===== config.mk =====
export PLATFORM = sky130hd
export DESIGN_NAME = eec_exp_cell
export DESIGN_NICKNAME = d
export VERILOG_FILES = /design/src/rtl/eec_pkg.sv /design/src/rtl/eec_exp_cell.sv
export SDC_FILE = /design/constraint.sdc
export NUM_CORES = 2
export LEC_CHECK = 0
export BUFFER_PORTS_ARGS = -buffer_cell sky130_fd_sc_hd__buf_2
export CAP_MARGIN = 10
export CELL_PAD_IN_SITES_DETAIL_PLACEMENT = 1
export CELL_PAD_IN_SITES_GLOBAL_PLACEMENT = 1
export CORE_AREA = 5 5 446 448
export DETAILED_ROUTE_END_ITERATION = 8
export DIE_AREA = 0 0 451 453
export PLACE_DENSITY_LB_ADDON = 0.1
export SYNTH_ARGS = -nofsm -noshare
export SYNTH_HDL_FRONTEND = slang
export SYNTH_SLANG_ARGS = --single-unit

===== constraint.sdc =====
create_clock -name clk -period 96.9 [get_ports clk]
set_input_delay 29.07 -clock clk [delete_from_list [all_inputs] [get_ports clk]]
set_output_delay 29.07 -clock clk [all_outputs]
set_load 0.02 [all_outputs]

===== src/rtl/eec_pkg.sv =====
// Shared types, constants and tables for the elastic easing curve pipeline.
package eec_pkg;

  // Field widths
  localparam int TIME_BITS = 16;
  localparam int FRAC_BITS = 16;
  localparam int ELAPSED_W = 16;
  localparam int VALUE_W   = 18;
  localparam int Q_SHIFT   = 30;

  // Series lengths
  localparam int EXP_TERMS  = 14;
  localparam int TRIG_TERMS = 10;

  // Widths of the series products carried down the chain
  localparam int EP_W = 31;
  localparam int TP_W = 34;

  // Q30 constants
  localparam logic [31:0] Q30_ONE    = 32'h4000_0000;
  localparam logic [29:0] LN2_Q30    = 30'd744261118;
  localparam logic [30:0] HALFPI_Q30 = 31'd1686629713;

  // Curve modes; any other code runs as ease-in-out
  localparam logic [1:0] CURVE_IN  = 2'd0;
  localparam logic [1:0] CURVE_OUT = 2'd1;

  // Register indexes
  localparam int CFG_IDX_W = 2;
  localparam logic [CFG_IDX_W-1:0] REG_CURVE_MODE = 2'd0;
  localparam logic [CFG_IDX_W-1:0] REG_DURATION   = 2'd1;

  // Reciprocals for the phase division by three or nine
  localparam int PHASE_SHIFT = 29;
  localparam logic [27:0] PHASE_M3 = 28'(((64'd1 << PHASE_SHIFT) + 64'd2) / 64'd3);
  localparam logic [27:0] PHASE_M9 = 28'(((64'd1 << PHASE_SHIFT) + 64'd8) / 64'd9);

  // Final rounding shifts: Q60 product down to FRAC_BITS
  localparam int SHIFT_SINGLE = 60 - FRAC_BITS;
  localparam int SHIFT_DOUBLE = 61 - FRAC_BITS;

  localparam int OUT_MAX = 131071;
  localparam int OUT_MIN = -131072;

  // Everything one request carries down the chain
  typedef struct packed {
    logic                    vld;
    logic                    spec;
    logic                    spec_one;
    logic [ELAPSED_W-1:0]    rem;
    logic [TIME_BITS-1:0]    quo;
    logic                    neg;
    logic                    half;
    logic [3:0]              k;
    logic [29:0]             fr;
    logic [24:0]             sp;
    logic [22:0]             dq;
    logic [1:0]              quad;
    logic [29:0]             r;
    logic [29:0]             z;
    logic [30:0]             a;
    logic [30:0]             eterm;
    logic [31:0]             esum;
    logic [EP_W-1:0]         ep;
    logic [31:0]             tterm;
    logic signed [34:0]      tsum;
    logic [TP_W-1:0]         tp;
    logic [31:0]             pw;
    logic signed [35:0]      cs;
    logic signed [68:0]      core;
    logic signed [25:0]      rnd;
  } lane_t;

  // floor(rem * 2^16 / div) for div three or nine
  function automatic logic [15:0] phase_frac(input logic nine, input logic [3:0] rem);
    logic [15:0] f;
    f = '0;
    if (nine) begin
      unique case (rem)
        4'd1: f = 16'd7281;
        4'd2: f = 16'd14563;
        4'd3: f = 16'd21845;
        4'd4: f = 16'd29127;
        4'd5: f = 16'd36408;
        4'd6: f = 16'd43690;
        4'd7: f = 16'd50972;
        4'd8: f = 16'd58254;
        default: f = 16'd0;
      endcase
    end else begin
      unique case (rem)
        4'd1: f = 16'd21845;
        4'd2: f = 16'd43690;
        default: f = 16'd0;
      endcase
    end
    return f;
  endfunction

endpackage


===== src/rtl/eec_exp_cell.sv =====
// One term of the power-of-two series: multiply by z, then divide by the term number.
module eec_exp_cell #(
  parameter int TERM_N = 1
) (
  input  logic           clk,
  input  logic           rst,
  input  logic           en,
  input  eec_pkg::lane_t lane_i,
  output eec_pkg::lane_t lane_o
);

  localparam int PW = eec_pkg::EP_W;
  localparam int L  = $clog2(TERM_N);
  localparam int MW = PW + L + 1;
  localparam logic [63:0] M_DIV =
    ((64'd1 << (PW + L)) + 64'(TERM_N) - 64'd1) / 64'(TERM_N);

  eec_pkg::lane_t   s1, s1_next, s2_next;
  logic [PW+MW-1:0] prod;
  logic [PW-1:0]    q;

  // Term times z
  always_comb begin
    s1_next    = lane_i;
    s1_next.ep = PW'((61'(lane_i.eterm) * 61'(lane_i.z)) >> eec_pkg::Q_SHIFT);
  end

  // Divide by the term number through its reciprocal, accumulate
  always_comb begin
    s2_next       = s1;
    prod          = (PW+MW)'(s1.ep) * (PW+MW)'(MW'(M_DIV));
    q             = PW'(prod >> (PW + L));
    s2_next.eterm = 31'(q);
    s2_next.esum  = s1.esum + 32'(q);
  end

  always_ff @(posedge clk) begin
    if (rst) begin
      s1.vld     <= 1'b0;
      lane_o.vld <= 1'b0;
    end else if (en) begin
      s1     <= s1_next;
      lane_o <= s2_next;
    end
  end

endmodule


**Word level (Yosys, flattened, before mapping)**

Cells that the tools add are included.

- Reduce and logical (&&, ||, !) cells: 1
- Bitwise gates (word level): 1
- Multiply operators: 1
- Add/subtract/negate cells: 1

Operator list:

| cell | number |
|---|---|
| 31-bit by 30-bit multiplier with 61-bit output | 1 |
| 32-bit by 31-bit adder with 32-bit output | 1 |
| 2-bit AND reduction | 1 |
| 1-bit inverter | 1 |

- Output and inout port bits: 570
- Logic and storage cells: 52
- Bits in registers: 1,078

**Depth between registers and ports, before layout**

- Depth in word-level cells: 2
- Mapped depth: 28
- Gate-level depth less buffers: 27

**Worst setup path after synthesis**

Ideal clock, no wire load.

- Kind: in2reg
- From: in rst
- To: reg lane_o[0] (netlist name), enable pin
- Path slack: 17.696 ns
- Required time: 94.204 ns
- Data arrival time: 76.508 ns
- Cell stages on the path: 1
- Path buffers: 0
- Cell sequence: nor2b_1

- Cells in the longest elaborated chain, start to end: 2

Ends and longest elaborated chain:

| what | line | text |
|---|---|---|
| start: declaration | eec_exp_cell.sv:6 | `input logic rst,` |
| 1-bit inverter (no line) | - |  |
| 2-bit AND reduction (no line) | - |  |
| end signal: assignment | eec_exp_cell.sv:43 | `lane_o <= s2_next;` |
| end: declaration | eec_exp_cell.sv:9 | `output eec_pkg::lane_t lane_o` |

Every way passes these cells.
A chain may end at the register's enable or synchronous reset.

==> qor.csv <==
stage;metric;value;unit
synthesis;syn_inst;4588;
route;drtAntennaViolNets;0;
clock_network;clkLatencyLatePin;800;ps
clock_network;cts.sinks;1078;
clock_network;cts_resized;0;
clock_network;clk_pin_slew;60;ps
clock_network;cts_buffers;119;
clock_network;cts_root_buffer;clkbuf_16;
setup_path;reg2regPathDepth;11;
synthesis;netlist_area;63800;sq um
grt;antenna_found_initial;199;
setup_path;r2r-start;s1[267]$_DFFE_PP_;
synthesis;synth.most_common_cell;edfxtp_1;
job;maxCapViolCount;0;
clock_network;cts_hold_buf;0;
min_path;min_to;lane_o[242]$_DFFE_PP_;
final_layout;fin_nets;7321;
synthesis;synthArstFlopShare;0;
floorplan;io_pins;1143;
floorplan;die_h;453;microns
synthesis;synth_common_cells;edfxtp_1, inv_1, fa_1;
setup_path;path_class;in -> reg;
timing;final.setup.tns;0;ps
placement;gp_congestion;0.944;
synthesis;syn-num-nets;6246;
final_layout;multi_input_area;27300;sq um
timing;final_hold_viol_count;0;
floorplan;initial_core_util;0.328;
route;drt-wirelength-per-cell;32.0;microns
setup_path;timing.rr.end;lane_o[326]$_DFFE_PP_;
synthesis;synth-main-ff-cell;edfxtp_1;
synthesis;synth_warnings;0;
placement;port-buffer-count;1111;
setup_path;cp_common_cell;fa_1;
timing;worstMarginPinSlew;1250;ps
route;wl;267000;microns
min_path;hp-class;reg -> reg;
clock_network;cts_setup_buffers;0;
final_layout;syn_to_final_growth;19.4;%
clock_network;h-tree-depth;3;
setup_path;worstSetupStartpointType;input port;
setup_path;slowest_delay;880;ps
floorplan;coreArea;194000;sq um
placement;hpwl;211000;microns
grt;grt_pass1_vias;41600;
final_layout;final-seq-area;32400;sq um
route;vias;40400;
min_path;hold_path_depth;0;
setup_path;crit_slowest_cell;buf_2;
timing;grt_setup_unrepaired;false;
grt;grt_pass1_wl;360000;microns
setup_path;cp_data_arrival_time;38130;ps
floorplan;die_area;204000;sq um
route;first_pass_iters;5;
route;drt_iter0_markers;3525;
floorplan;die_w;451;microns
grt;grt_usage;0.258;
synthesis;synthTopCellsByArea;edfxtp_1, fa_1, and2_1;
timing;max_clock_freq;26.6;MHz
grt;gr-total-overflow;0;
synthesis;synth_cell_type_count;62;
synthesis;synth-seq-cells;1078;
timing;slew_viol_final;0;
route;via_per_inst;4.83;
synthesis;synth-edff-count;1076;
final_layout;fillCellCount;20400;
timing;final-setup-viol-count;0;
setup_path;worst_ep_required_time;97490;ps
clock_network;cts_tree;yes;
run_status;outcome;finished, final reports clean;
timing;slew_headroom;0.170;
timing;skew;95.2;ps
synthesis;synth_area_leader_cell;edfxtp_1;
route;drc;0;
synthesis;seq_area_frac_synth;0.507;
setup_path;critical_path.cell_chain;buf_2 -> nand2_1 -> fa_1 -> inv_1 -> fa_1 -> fa_1 -> fa_1 -> fa_1 -> fa_1 -> fa_1 -> inv_1 -> fa_1 -> inv_1 -> ha_1 -> nand4_2 -> or4_1 -> a21oi_1 -> nor3_2 -> o21ai_2 -> a21oi_4 -> o311ai_2 -> a31oi_1 -> xnor2_1;
clock_network;clockBufferDepth;3;
final_layout;drive_gt1_frac;0.236;
setup_path;worst_setup_path_end_kind;flip-flop;
floorplan;rows;162;
synthesis;synth_top_cell_area_share;0.507;
timing;fin_crit;37550;ps
synthesis;synth_area_per_cell;13.9;sq um
timing;min_period_over_period;0.387;
grt;grt_max_degree;154;
setup_path;reg2reg_slack;93230;ps
min_path;hp-start;s1[242]$_DFFE_PP_;
setup_path;crit_fanout;31;
## placed cells by master, fill, tap and decap left out, types with 49 or more instances in the layout
cell type / synthesis / layout
nand2_1: 413 / 413
buf_2: 1 / 1111
edfxtp_1: 1076 / 1076
a21oi_1: 74 / 74
diode_2: 0 / 49
buf_4: 31 / 57
and2_1: 557 / 557
ha_1: 277 / 277
clkbuf_16: 0 / 120
fa_1: 808 / 808
inv_1: 840 / 840
## worst max-delay path: cells and delay by family
kind | cells | cell delay (ps)
compound gates | 5 | 1860
xor+xnor | 1 | 300
fa+ha+maj | 9 | 4650
buf+inv | 4 | 1020
simple gates | 4 | 1140
## layer usage
metal,share of wire,vias up,GRT usage
li1,-,16800,-
met1,0.44,21600,0.367
met2,0.47,1599,0.418
met3,0.076,328,0.0550
met4,0.015,48,0.0355
met5,0.0011,-,0
## worst max path at each step
stage / start / end / slack [ps]
after detailed placement: lane_i[333] / s1[292]$_DFFE_PP_ / 58610
final: lane_i[333] / s1[292]$_DFFE_PP_ / 59350
after global routing: lane_i[333] / s1[292]$_DFFE_PP_ / 59090
after CTS: lane_i[333] / s1[292]$_DFFE_PP_ / 59420
after floorplan: rst / lane_o[0]$_DFFE_PP_ / 17700
after global placement: lane_i[333] / s1[289]$_DFFE_PP_ / 58640
## registers in the layout, indices dropped and copies added, names as in the netlist
register and cells:
lane_o 539, s1 539
## cells by family (layout without fill, tap and decap cells)
group | Yosys count | after routing | share of synthesized area
AO/OA/AOI/OAI | 218 | 218 | 0.0226
AND/OR/NAND/NOR | 1084 | 1084 | 0.0887
buffers and inverters | 1057 | 2232 | 0.0641
other | 0 | 49 | 0
multiplexers | 2 | 2 | 0.000314
adder cells (fa/ha/maj) | 1085 | 1085 | 0.308
flip-flops | 1078 | 1078 | 0.507
XOR/XNOR | 64 | 64 | 0.00879
## stage by stage
step	cells	utilization	cell area [sq um]	hold slack, ps	setup WS (ps)
2_1_floorplan	4588	-	63800	400	17700
3_3_place_gp	8083	0.371	72000	400	58640
3_5_place_dp	8083	0.371	72000	405	58610
4_1_cts	8304	0.391	76000	376	59420
5_1_grt	8310	0.392	76000	387	59090
6_report	8354	0.392	76100	373	59350
## cell type report
type,count,share of cell area
flip-flops and latches,1078,0.425
well taps,2542,0.0418
clock inverters,90,0.0121
diodes,49,0.00161
multi-input cells,2453,0.359
repair buffers,1171,0.0794
inverters,840,0.0414
clock buffers,131,0.0400
Power is not shown: default switching activity piles up to over one toggle a cycle in this logic, so the estimate is an artifact.
