## config.mk

```make
export PLATFORM = sky130hd
export DESIGN_NAME = eec_div_cell
export DESIGN_NICKNAME = d
export VERILOG_FILES = /design/src/rtl/eec_pkg.sv /design/src/rtl/eec_div_cell.sv
export SDC_FILE = /design/constraint.sdc
export NUM_CORES = 1
export LEC_CHECK = 0
export CORE_AREA = 5 5 448 450
export CTS_CLUSTER_DIAMETER = 80
export DETAILED_ROUTE_END_ITERATION = 10
export DIE_AREA = 0 0 453 455
export DONT_BUFFER_PORTS = 1
export HOLD_SLACK_MARGIN = 0.08
export SLEW_MARGIN = 25
export SYNTH_ARGS = -nofsm -noshare
export SYNTH_HDL_FRONTEND = slang
export SYNTH_SLANG_ARGS = --single-unit
```

## constraint.sdc

```tcl
create_clock -name clk -period 41.7 [get_ports clk]
set_input_delay 4.17 -clock clk [delete_from_list [all_inputs] [get_ports clk]]
set_output_delay 4.17 -clock clk [all_outputs]
set_load 0.03 [all_outputs]
```

## src/rtl/eec_pkg.sv

```systemverilog
// Shared types, constants and tables for the elastic easing curve pipeline.
package eec_pkg;

  // Field widths
  localparam int TIME_BITS = 16;
  localparam int FRAC_BITS = 16;
  localparam int ELAPSED_W = 16;
  localparam int VALUE_W   = 18;
  localparam int Q_SHIFT   = 30;

  // Series lengths
  localparam int EXP_TERMS  = 14;
  localparam int TRIG_TERMS = 10;

  // Widths of the series products carried down the chain
  localparam int EP_W = 31;
  localparam int TP_W = 34;

  // Q30 constants
  localparam logic [31:0] Q30_ONE    = 32'h4000_0000;
  localparam logic [29:0] LN2_Q30    = 30'd744261118;
  localparam logic [30:0] HALFPI_Q30 = 31'd1686629713;

  // Curve modes; any other code runs as ease-in-out
  localparam logic [1:0] CURVE_IN  = 2'd0;
  localparam logic [1:0] CURVE_OUT = 2'd1;

  // Register indexes
  localparam int CFG_IDX_W = 2;
  localparam logic [CFG_IDX_W-1:0] REG_CURVE_MODE = 2'd0;
  localparam logic [CFG_IDX_W-1:0] REG_DURATION   = 2'd1;

  // Reciprocals for the phase division by three or nine
  localparam int PHASE_SHIFT = 29;
  localparam logic [27:0] PHASE_M3 = 28'(((64'd1 << PHASE_SHIFT) + 64'd2) / 64'd3);
  localparam logic [27:0] PHASE_M9 = 28'(((64'd1 << PHASE_SHIFT) + 64'd8) / 64'd9);

  // Final rounding shifts: Q60 product down to FRAC_BITS
  localparam int SHIFT_SINGLE = 60 - FRAC_BITS;
  localparam int SHIFT_DOUBLE = 61 - FRAC_BITS;

  localparam int OUT_MAX = 131071;
  localparam int OUT_MIN = -131072;

  // Everything one request carries down the chain
  typedef struct packed {
    logic                    vld;
    logic                    spec;
    logic                    spec_one;
    logic [ELAPSED_W-1:0]    rem;
    logic [TIME_BITS-1:0]    quo;
    logic                    neg;
    logic                    half;
    logic [3:0]              k;
    logic [29:0]             fr;
    logic [24:0]             sp;
    logic [22:0]             dq;
    logic [1:0]              quad;
    logic [29:0]             r;
    logic [29:0]             z;
    logic [30:0]             a;
    logic [30:0]             eterm;
    logic [31:0]             esum;
    logic [EP_W-1:0]         ep;
    logic [31:0]             tterm;
    logic signed [34:0]      tsum;
    logic [TP_W-1:0]         tp;
    logic [31:0]             pw;
    logic signed [35:0]      cs;
    logic signed [68:0]      core;
    logic signed [25:0]      rnd;
  } lane_t;

  // floor(rem * 2^16 / div) for div three or nine
  function automatic logic [15:0] phase_frac(input logic nine, input logic [3:0] rem);
    logic [15:0] f;
    f = '0;
    if (nine) begin
      unique case (rem)
        4'd1: f = 16'd7281;
        4'd2: f = 16'd14563;
        4'd3: f = 16'd21845;
        4'd4: f = 16'd29127;
        4'd5: f = 16'd36408;
        4'd6: f = 16'd43690;
        4'd7: f = 16'd50972;
        4'd8: f = 16'd58254;
        default: f = 16'd0;
      endcase
    end else begin
      unique case (rem)
        4'd1: f = 16'd21845;
        4'd2: f = 16'd43690;
        default: f = 16'd0;
      endcase
    end
    return f;
  endfunction

endpackage

```

## src/rtl/eec_div_cell.sv

```systemverilog
// One restoring-division cell: yields one quotient bit of the progress.
module eec_div_cell (
  input  logic                            clk,
  input  logic                            rst,
  input  logic                            en,
  input  logic [eec_pkg::ELAPSED_W-1:0]   divisor,
  input  eec_pkg::lane_t                  lane_i,
  output eec_pkg::lane_t                  lane_o
);

  logic [eec_pkg::ELAPSED_W:0] rem2;
  logic                        fit;
  eec_pkg::lane_t              lane_next;

  // Shift the remainder, subtract the divisor where it fits
  always_comb begin
    lane_next = lane_i;
    rem2      = {lane_i.rem, 1'b0};
    fit       = (rem2 >= {1'b0, divisor});
    if (fit) begin
      lane_next.rem = eec_pkg::ELAPSED_W'(rem2 - {1'b0, divisor});
    end else begin
      lane_next.rem = rem2[eec_pkg::ELAPSED_W-1:0];
    end
    lane_next.quo = {lane_i.quo[eec_pkg::TIME_BITS-2:0], fit};
  end

  // Advance
  always_ff @(posedge clk) begin
    if (rst) begin
      lane_o.vld <= 1'b0;
    end else if (en) begin
      lane_o <= lane_next;
    end
  end

endmodule

```

Word level (Yosys, flattened, before mapping)
Cells that the tools add are included.
- register bits: 570
- input port bits: 589
- output and inout port bits: 570
- add/subtract/negate cells: 1
- magnitude comparators: 1
- mux-type cells: 1
- bitwise logic cells: 1
- reductions and logical operators: 1
- operators with widths (operator ; count):
    17-bit by 16-bit >= comparator with 1-bit output ; 1
    16-bit two-way mux ; 1
    16-bit subtractor ; 1
    2-bit AND reduction ; 1
    1-bit NOT ; 1

Depth between registers and ports, before layout
Gate-level depths: netlist (run 1).
- depth in word-level cells: 2
- gate-level depth with buffers: 10
- gate-level depth less buffers: 9

Least setup slack after synthesis (run 1)
Ideal clock, no wire load.
- path kind: in2reg
- start point: input port rst
- end point: register lane_o[0] (netlist name) (enable)
- data arrival time: 29276 ps
- setup slack: 10831 ps
- cell stages on the path: 1
- path buffers: 0
- cell sequence: nor2b_1
- word-level cells in the longest chain between the ends: 2
- RTL lines (what ; RTL line ; source):
    from (decl) ; eec_div_cell.sv:4 ; input logic rst,
    1-bit NOT (no source line) ; n/a ;
    2-bit AND reduction (no source line) ; n/a ;
    to (signal assigned) ; eec_div_cell.sv:33 ; lane_o <= lane_next;
    to (decl) ; eec_div_cell.sv:8 ; output eec_pkg::lane_t lane_o
Every way passes these cells.
A chain may end at the register's enable or synchronous reset.

Final worst setup path (run 1)
- start point: input port en
- end point: register lane_o[568] (netlist name) (enable)
- word-level cells in the longest chain between the ends: 1
- RTL lines (what ; RTL line ; source):
    from (decl) ; eec_div_cell.sv:5 ; input logic en,
    2-bit AND reduction (no source line) ; n/a ;
Every way passes these cells.

==> results of run 1 <==
## synth_stat cells (all sizes together)
master | number | share of area (%)
inv | 19 | 0.39
ha | 16 | 1.1
a21oi | 14 | 0.38
nor4 | 1 | 0.12
fa | 1 | 0.11
and2 | 2 | 0.069
nand2 | 4 | 0.082
nand3 | 2 | 0.055
mux2i | 3 | 0.16
and3 | 3 | 0.10
and4 | 1 | 0.048
o31a | 4 | 0.19
dfxtp | 1 | 0.11
a21o | 2 | 0.082
o211ai | 3 | 0.12
buf | 2 | 0.12
o32ai | 1 | 0.048
a211oi | 3 | 0.12
edfxtp | 569 | 94
or2 | 1 | 0.034
o2111ai | 1 | 0.048
nor3 | 3 | 0.082
xor2 | 3 | 0.14
o21a | 5 | 0.21
a2111o | 1 | 0.062
or4 | 1 | 0.041
o21ai | 12 | 0.45
nand3b | 2 | 0.082
and4b | 1 | 0.055
nor2b | 7 | 0.24
xnor2 | 7 | 0.34
mux2 | 12 | 0.86
clkbuf | 1 | 0.021
nor3b | 1 | 0.041
or3 | 2 | 0.069
nor2 | 7 | 0.14
nand4b | 1 | 0.048
o22ai | 1 | 0.034
## metal layers
metal / share of wire (%) / vias to the layer above / global-route usage, %
met1: 31 / 4709 / 14.2
met2: 46 / 1179 / 24.1
met4: 3.1 / 20 / 3.09
li1: - / 3119 / -
met5: 0.24 / - / 0.896
met3: 20 / 491 / 13.8
## per-stage QoR
step | std cells | setup WS, ns | area [sq um]
after CTS | 3516 | 33.31 | 24500
final | 3529 | 33.31 | 24500
after global routing | 3523 | 33.01 | 24500
after floorplan | 720 | 10.83 | 18300
after detailed placement | 3366 | 32.54 | 21600
after global placement | 3366 | 32.67 | 21600
## cell usage in the layout (no fill, tap or decap), drive strengths merged, types with 9 or more instances in the layout
master,Yosys,routed
edfxtp,569,569
clkbuf,1,88
inv,19,38
clkinv,0,25
ha,16,16
a21oi,14,14
diode,0,13
o21ai,12,12
mux2,12,12
bufinv,0,11
buf,2,9
## area by class of cell
type / instances / area (sq um) / share of cell area (%)
diodes: 13 / 32.5 / 0.133
repair buffers: 9 / 71.3 / 0.291
inverters: 19 / 71.3 / 0.291
flip-flops and latches: 570 / 17100 / 69.8
multi-input cells: 128 / 1060 / 4.34
clock inverters: 62 / 751 / 3.06
well taps: 2640 / 3300 / 13.5
clock buffers: 88 / 2100 / 8.56
## worst max path at each step
stage / startpoint / endpoint / slack [ns] / cells after the start
floorplan: rst / lane_o[0]$_DFFE_PP_ / 10.83 / 1
global placement: en / lane_o[568]$_DFFE_PP_ / 32.67 / 6
detailed placement: en / lane_o[568]$_DFFE_PP_ / 32.54 / 6
CTS: en / lane_o[568]$_DFFE_PP_ / 33.31 / 6
global route: en / lane_o[84]$_DFFE_PP_ / 33.01 / 6
finish: en / lane_o[568]$_DFFE_PP_ / 33.31 / 6
## power breakdown
part / internal (mW) / switching (mW) / total, mW
Sequential: 0.680 / 0.152 / 0.832
Combinational: 0.00985 / 0.0218 / 0.0317
Clock: 0.440 / 0.303 / 0.743
## cells by family after synthesis
family                   count (synthesis)  share of synthesized area [%]
XOR/XNOR                                10                          0.480
AND/OR/NAND/NOR                         39                           1.31
multiplexers                            15                           1.03
AO/OA/AOI/OAI                           47                           1.75
adder cells (fa/ha/maj)                 17                           1.21
flip-flops                             570                           93.7
buffers and inverters                   22                          0.534
## worst max-delay path: stages
cell     delay (ns)
nor2b_4        0.61
buf_4          0.57
buf_4          0.51
buf_4          0.76
buf_4          0.88
buf_4          0.91
==> summary.md, run 1 <==
| Metric | Value |
|---|---|
| Startpoint of the worst-slack reg-to-reg timing path | `lane_o[569]$_SDFFE_PP0P_` |
| Max reg flops | `570` |
| Hold path cells | `2` |
| Unrepaired setup endpoints after global routing | `false` |
| Max-cap violation count | `0` |
| Port-buffer cells | `0` |
| Initial Utilization | `9.31%` |
| Placed wire-length estimate | `144,000 um` |
| Vias per Instance | `about 2.7` |
| GRT overflow | `0` |
| Worst IR Drop VDD | `~0.000027 V` |
| Total Die Area | `206,000 sq um` |
| Startpoint type of the worst setup path | `primary input` |
| Avg Synthesized Cell Area | `around 25 sq um` |
| Depth of the CTS H-tree | `3` |
| Register bank with the most flops | `lane_o` |
| Area delta synth->final | `34.1%` |
| Total of flip-flops plus latches after synthesis | `570` |
| Synth cell types | `41` |
| CTS Buf Count | `83` |
| Global-route wire length before repair | `180,000 um` |
| Worst reg2reg path depth | `2` |
| Layout cells sized above 1 | `18.6%` |
| Die Y-Extent | `455 um` |
| Core occupancy in the finished layout | `12.5%` |
| Antenna violations before repair | `~210` |
| Die X | `around 450 um` |
| Final number of setup-violating endpoints | `0` |
| Maximum net fanout on the critical path | `78` |
| Run status | `finished, final reports clean` |
| CORE AREA | `slightly below 200,000 sq um` |
| Maximum buffer depth of the clock tree | `3` |
| Boundary pin count | `1,159` |
| Worst reg2reg path endpoint | `lane_o[569]$_SDFFE_PP0P_` |
| Reg2reg setup slack | `40.75 ns` |
| Destination of the worst hold path | `lane_o[569]$_SDFFE_PP0P_` |
| Worst slew margin relative to its limit | `about a third` |
| Clock edge transition at the registers on the reported setup and hold paths | `0.06 ns` |
| Final slew viol count | `0` |
| Later-pin clock latency in the skew report | `0.70 ns` |
| Number of clock sinks | `570` |
| Post-Route Hold Slack | `around 0.78 ns` |
| Setup Total Neg Slack | `0 ns` |
| Achievable clock frequency | `0.119 GHz` |
| CTS root buf | `clkbuf_16` |
| Type of the most critical hold path | `flop to flop` |
| Number of remaining DRC errors | `0` |
| Clk_skew | `0 ns` |
| Clock tree from TritonCTS | `built` |
| PwrDens | `approximately 66 nW/um^2` |
| Largest regs | `lane_o x570` |
| WL/cell | `46.1 um` |
| Share of the yosys chip area belonging to registers | `93.7%` |
| Post-synth net total | `roughly 1,300` |
| Largest net degree at the start of global routing | `85` |
| Post-synthesis instance area | `18,300 sq um` |
| Ratio of final minimum period to clock period | `20.1%` |
| CP Data Required Time | `42.01 ns` |
| Count of instances resized after the clock tree is built | `0` |
| Count of hold-fix buffers inserted at cts | `0` |
| Hold_sp | `lane_o[569]$_SDFFE_PP0P_` |
| Number of routed nets with antenna violations | `0` |
| Data arrival time at the worst-slack endpoint | `just under 9 ns` |
| Endpoint type of the worst setup path | `flop` |
| Total number of vias | `9,518` |
| Slew at the pin closest to its max-slew limit | `1.03 ns` |
| Buffers inserted by post-CTS timing repair | `0` |
| Leakage power of the design | `about 7.3 nW` |
| Total power after layout | `1.61 mW` |
| Final weighted congestion in routability-driven placement | `1.04` |
| Category of the critical setup timing path | `primary input to flop` |
| Min Tclk post-route | `around 8.4 ns` |
| Std cell rows | `163` |
| Overall routing resource usage | `15.0%` |
| Warnings, synthesis | `0` |
| Vias in the first global route | `~8,600` |
| Net total in the final layout | `around 1,400` |
| Filler cell count | `21,800` |
| Final Hold Fails | `0` |
| Number of cells produced by synthesis | `720` |
| Total routed wirelength | `163,000 um` |
| Initial DRC count | `856` |
| First-pass DRT Iterations | `4` |
Note: power is estimated with default switching activity, not from simulation.
==> run 2, diff against run 1 <==
==> constraint.sdc (replaced) <==
create_clock -name clk -period 7.95 [get_ports clk]
set_input_delay 0.795 -clock clk [delete_from_list [all_inputs] [get_ports clk]]
set_output_delay 0.795 -clock clk [all_outputs]
set_load 0.03 [all_outputs]
==> run 2 against run 1 <==
Via count up 1.1%. Clock skew unchanged. Global-route usage up 0.25 points. Critical path type unchanged. Critical endpoint is now lane_o[556]$_DFFE_PP_. Largest cell class unchanged.
==> summary.md, run 2 (synthesis gave the netlist of run 1 again) <==
| Metric | Value |
|---|---|
| Destination of the worst hold path | `lane_o[90]$_DFFE_PP_` |
| CORE AREA | `196,000 sq um (unchanged)` |
| CP Data Required Time | `8.39 ns (-33.62 ns)` |
| Largest net degree at the start of global routing | `161 (+89%)` |
| Final non-filler cell total | `3,533 (+0.11%)` |
| Data arrival time at the worst-slack endpoint | `3.23 ns (-5.47 ns)` |
| Final number of setup-violating endpoints | `0 (unchanged)` |
| Ratio of final minimum period to clock period | `35.2%` |
| Worst Setup Slack, final | `5.15 ns (-28.15 ns)` |
| CTS root buf | `clkbuf_16` |
| Buffers inserted by post-CTS timing repair | `0 (unchanged)` |
| Maximum buffer depth of the clock tree | `3 (unchanged)` |
| Unrepaired setup endpoints after global routing | `false` |
| Placed wire-length estimate | `145,000 um (+0.77%)` |
| Worst stage delay on the critical path | `0.63 ns (-0.28 ns)` |
| Type of the most critical hold path | `primary input to flop` |
| Total Die Area | `206,000 sq um (unchanged)` |
| Global-route wire length before repair | `182,000 um (+1.4%)` |
| Register bank with the most flops | `lane_o` |
| Total number of vias | `9,621 (+1.1%)` |
| Slowest CP cell | `o21ai_4` |
| CTS Buf Count | `84 (+1.2%)` |
| Leading cell type in the layout, fill and taps excluded | `edfxtp_1` |
| Depth of the CTS H-tree | `3 (unchanged)` |
| Crit-path most repeated cell | `o21ai_4` |
| Largest regs | `lane_o x570` |
| Worst reg2reg path depth | `2 (unchanged)` |
| Total power after layout | `8.54 mW (+430%)` |
| Clock tree from TritonCTS | `built` |
| GRT overflow | `0 (unchanged)` |
| Count of hold-fix buffers inserted at cts | `0 (unchanged)` |
| Boundary pin count | `1,159 (unchanged)` |
| Vias in the first global route | `8,417 (-1.6%)` |
| Hold_sp | `lane_i[90]` |
| Number of routed nets with antenna violations | `0 (unchanged)` |
| CP bufs+invs | `1 (-4)` |
| Run status | `finished, final reports clean` |
| Place WS | `4.43 ns (-28.11 ns)` |
| Port-buffer cells | `0 (unchanged)` |
| Die X | `453 um (unchanged)` |
| Kind of cell with the highest combined delay on the critical path | `compound AO/OA/AOI/OAI gates` |
| Cell chain of the critical path | `inv_1 -> ha_1 -> and4_1 -> o21a_1 -> o31a_1 -> o21ai_4 -> o21ai_4 -> mux2_2` |
| Worst IR Drop VDD | `0.000142 V (+430%)` |
| Worst reg2reg path endpoint | `lane_o[569]$_SDFFE_PP0P_` |
| Max-cap violation count | `0 (unchanged)` |
| Later-pin clock latency in the skew report | `0.68 ns (-0.02 ns)` |
| Highest-count cells in the layout ignoring fill and taps | `569 x edfxtp_1, 86 x clkbuf_16, 19 x inv_1` |
| Reg2reg setup slack | `7.17 ns (-33.58 ns)` |
| WL/cell | `46.8 um (+1.4%)` |
| Std cell rows | `163 (unchanged)` |
| Max reg flops | `570 (unchanged)` |
| Layout cells sized above 1 | `18.6% (-0.021 points)` |
| Setup Total Neg Slack | `0 ns (unchanged)` |
| Clock edge transition at the registers on the reported setup and hold paths | `0.06 ns (about the same)` |
| Slew at the pin closest to its max-slew limit | `1.19 ns (+0.161 ns)` |
| Leakage power of the design | `7.37 nW (+0.63%)` |
| Count of instances resized after the clock tree is built | `0 (unchanged)` |
| Initial Utilization | `9.31% (unchanged)` |
| Antenna violations before repair | `242 (+15%)` |
| Number of cells after detailed placement | `3,362 (-0.12%)` |
| Min Tclk post-route | `2.80 ns` |
| Final weighted congestion in routability-driven placement | `1.00 (-3.7%)` |
| Hold path cells | `0 (-2)` |
| Category of the critical setup timing path | `primary input to flop` |
| Overall routing resource usage | `15.3% (+0.25 points)` |
| Number of clock sinks | `570 (unchanged)` |
| Total routed wirelength | `165,000 um (+1.5%)` |
| Final slew viol count | `0 (unchanged)` |
| PwrDens | `347 nW/um^2 (+430%)` |
| Final Hold Fails | `0 (unchanged)` |
| Clk_skew | `0 ns (unchanged)` |
| Number of remaining DRC errors | `0 (unchanged)` |
| Area delta synth->final | `34.8%` |
| Vias per Instance | `2.72 (+0.97%)` |
| Maximum net fanout on the critical path | `16 (-79%)` |
| Startpoint of the worst-slack reg-to-reg timing path | `lane_o[569]$_SDFFE_PP0P_` |
| Startpoint type of the worst setup path | `primary input` |
| Achievable clock frequency | `0.358 GHz` |
| Net total in the final layout | `1,414 (-0.21%)` |
| Initial DRC count | `915 (+6.9%)` |
| Worst slew margin relative to its limit | `20.7% (-11 points)` |
| First-pass DRT Iterations | `5 (+1)` |
| Die Y-Extent | `455 um (unchanged)` |
| Endpoint type of the worst setup path | `flop` |
-- run 2: cell count changes in the layout (fill, tap and decap cells not counted), sizes merged --
cell / delta
clkinvlp: -1
diode: +3
clkinv: +6
buf: -4
clkbuf: +4
inv: -4
-- run 2: per-layer routing --
layer | up-vias | part of all wire, % | global-route usage [%]
met5 | - | 0.095 | 0
li1 | 3114 | - | -
met1 | 4663 | 29 | 13.4
met3 | 560 | 21 | 15.1
met2 | 1262 | 46 | 25.1
met4 | 22 | 3.0 | 2.77
-- run 2: worst max path at each step --
stage                             to  startpoint  slack (ns)  cells past startpoint
6_report       lane_o[556]$_DFFE_PP_  divisor[6]        5.15                      8
5_1_grt        lane_o[556]$_DFFE_PP_  divisor[8]        5.13                      8
4_1_cts        lane_o[557]$_DFFE_PP_  divisor[6]        5.20                      8
3_5_place_dp   lane_o[557]$_DFFE_PP_  divisor[6]        4.43                      8
3_3_place_gp   lane_o[554]$_DFFE_PP_  divisor[8]        4.43                      8
2_1_floorplan    lane_o[0]$_DFFE_PP_          en       -1.77                      1
-- run 2: final cells by class --
cell class / instances / area (sq um)
diodes: 16 / 40.0
clock buffers: 92 / 2170
clock inverters: 63 / 754
fillers: 21900 / 172000
inverters: 19 / 71.3
multi-input cells: 128 / 1060
flip-flops and latches: 570 / 17100
well taps: 2640 / 3300
repair buffers: 5 / 100
-- run 2: worst register-to-register path, cell delays in order (launching register included) --
cell	delay (ns)
dfxtp_1	0.51
mux2i_1	0.12
nor2_1	0.09
-- run 2: stage by stage --
step	instance area [sq um]	hold WS [ns]	util (%)
finish	24600	0.173	12.5
CTS	24600	0.0831	12.5
global route	24600	0.112	12.5
global placement	21600	0.651	11.0
detailed placement	21600	0.664	11.0
floorplan	18300	0.630	-
-- run 2: where the power goes --
| part | total [mW] | leakage, nW | switching (mW) | internal, mW |
|---|---|---|---|---|
| clock | 4.01 | 1.43 | 1.64 | 2.38 |
| sequential | 4.35 | 5.35 | 0.787 | 3.57 |
| combinational | 0.168 | 0.591 | 0.115 | 0.0536 |
| total | 8.54 | 7.37 | 2.54 | 6.00 |
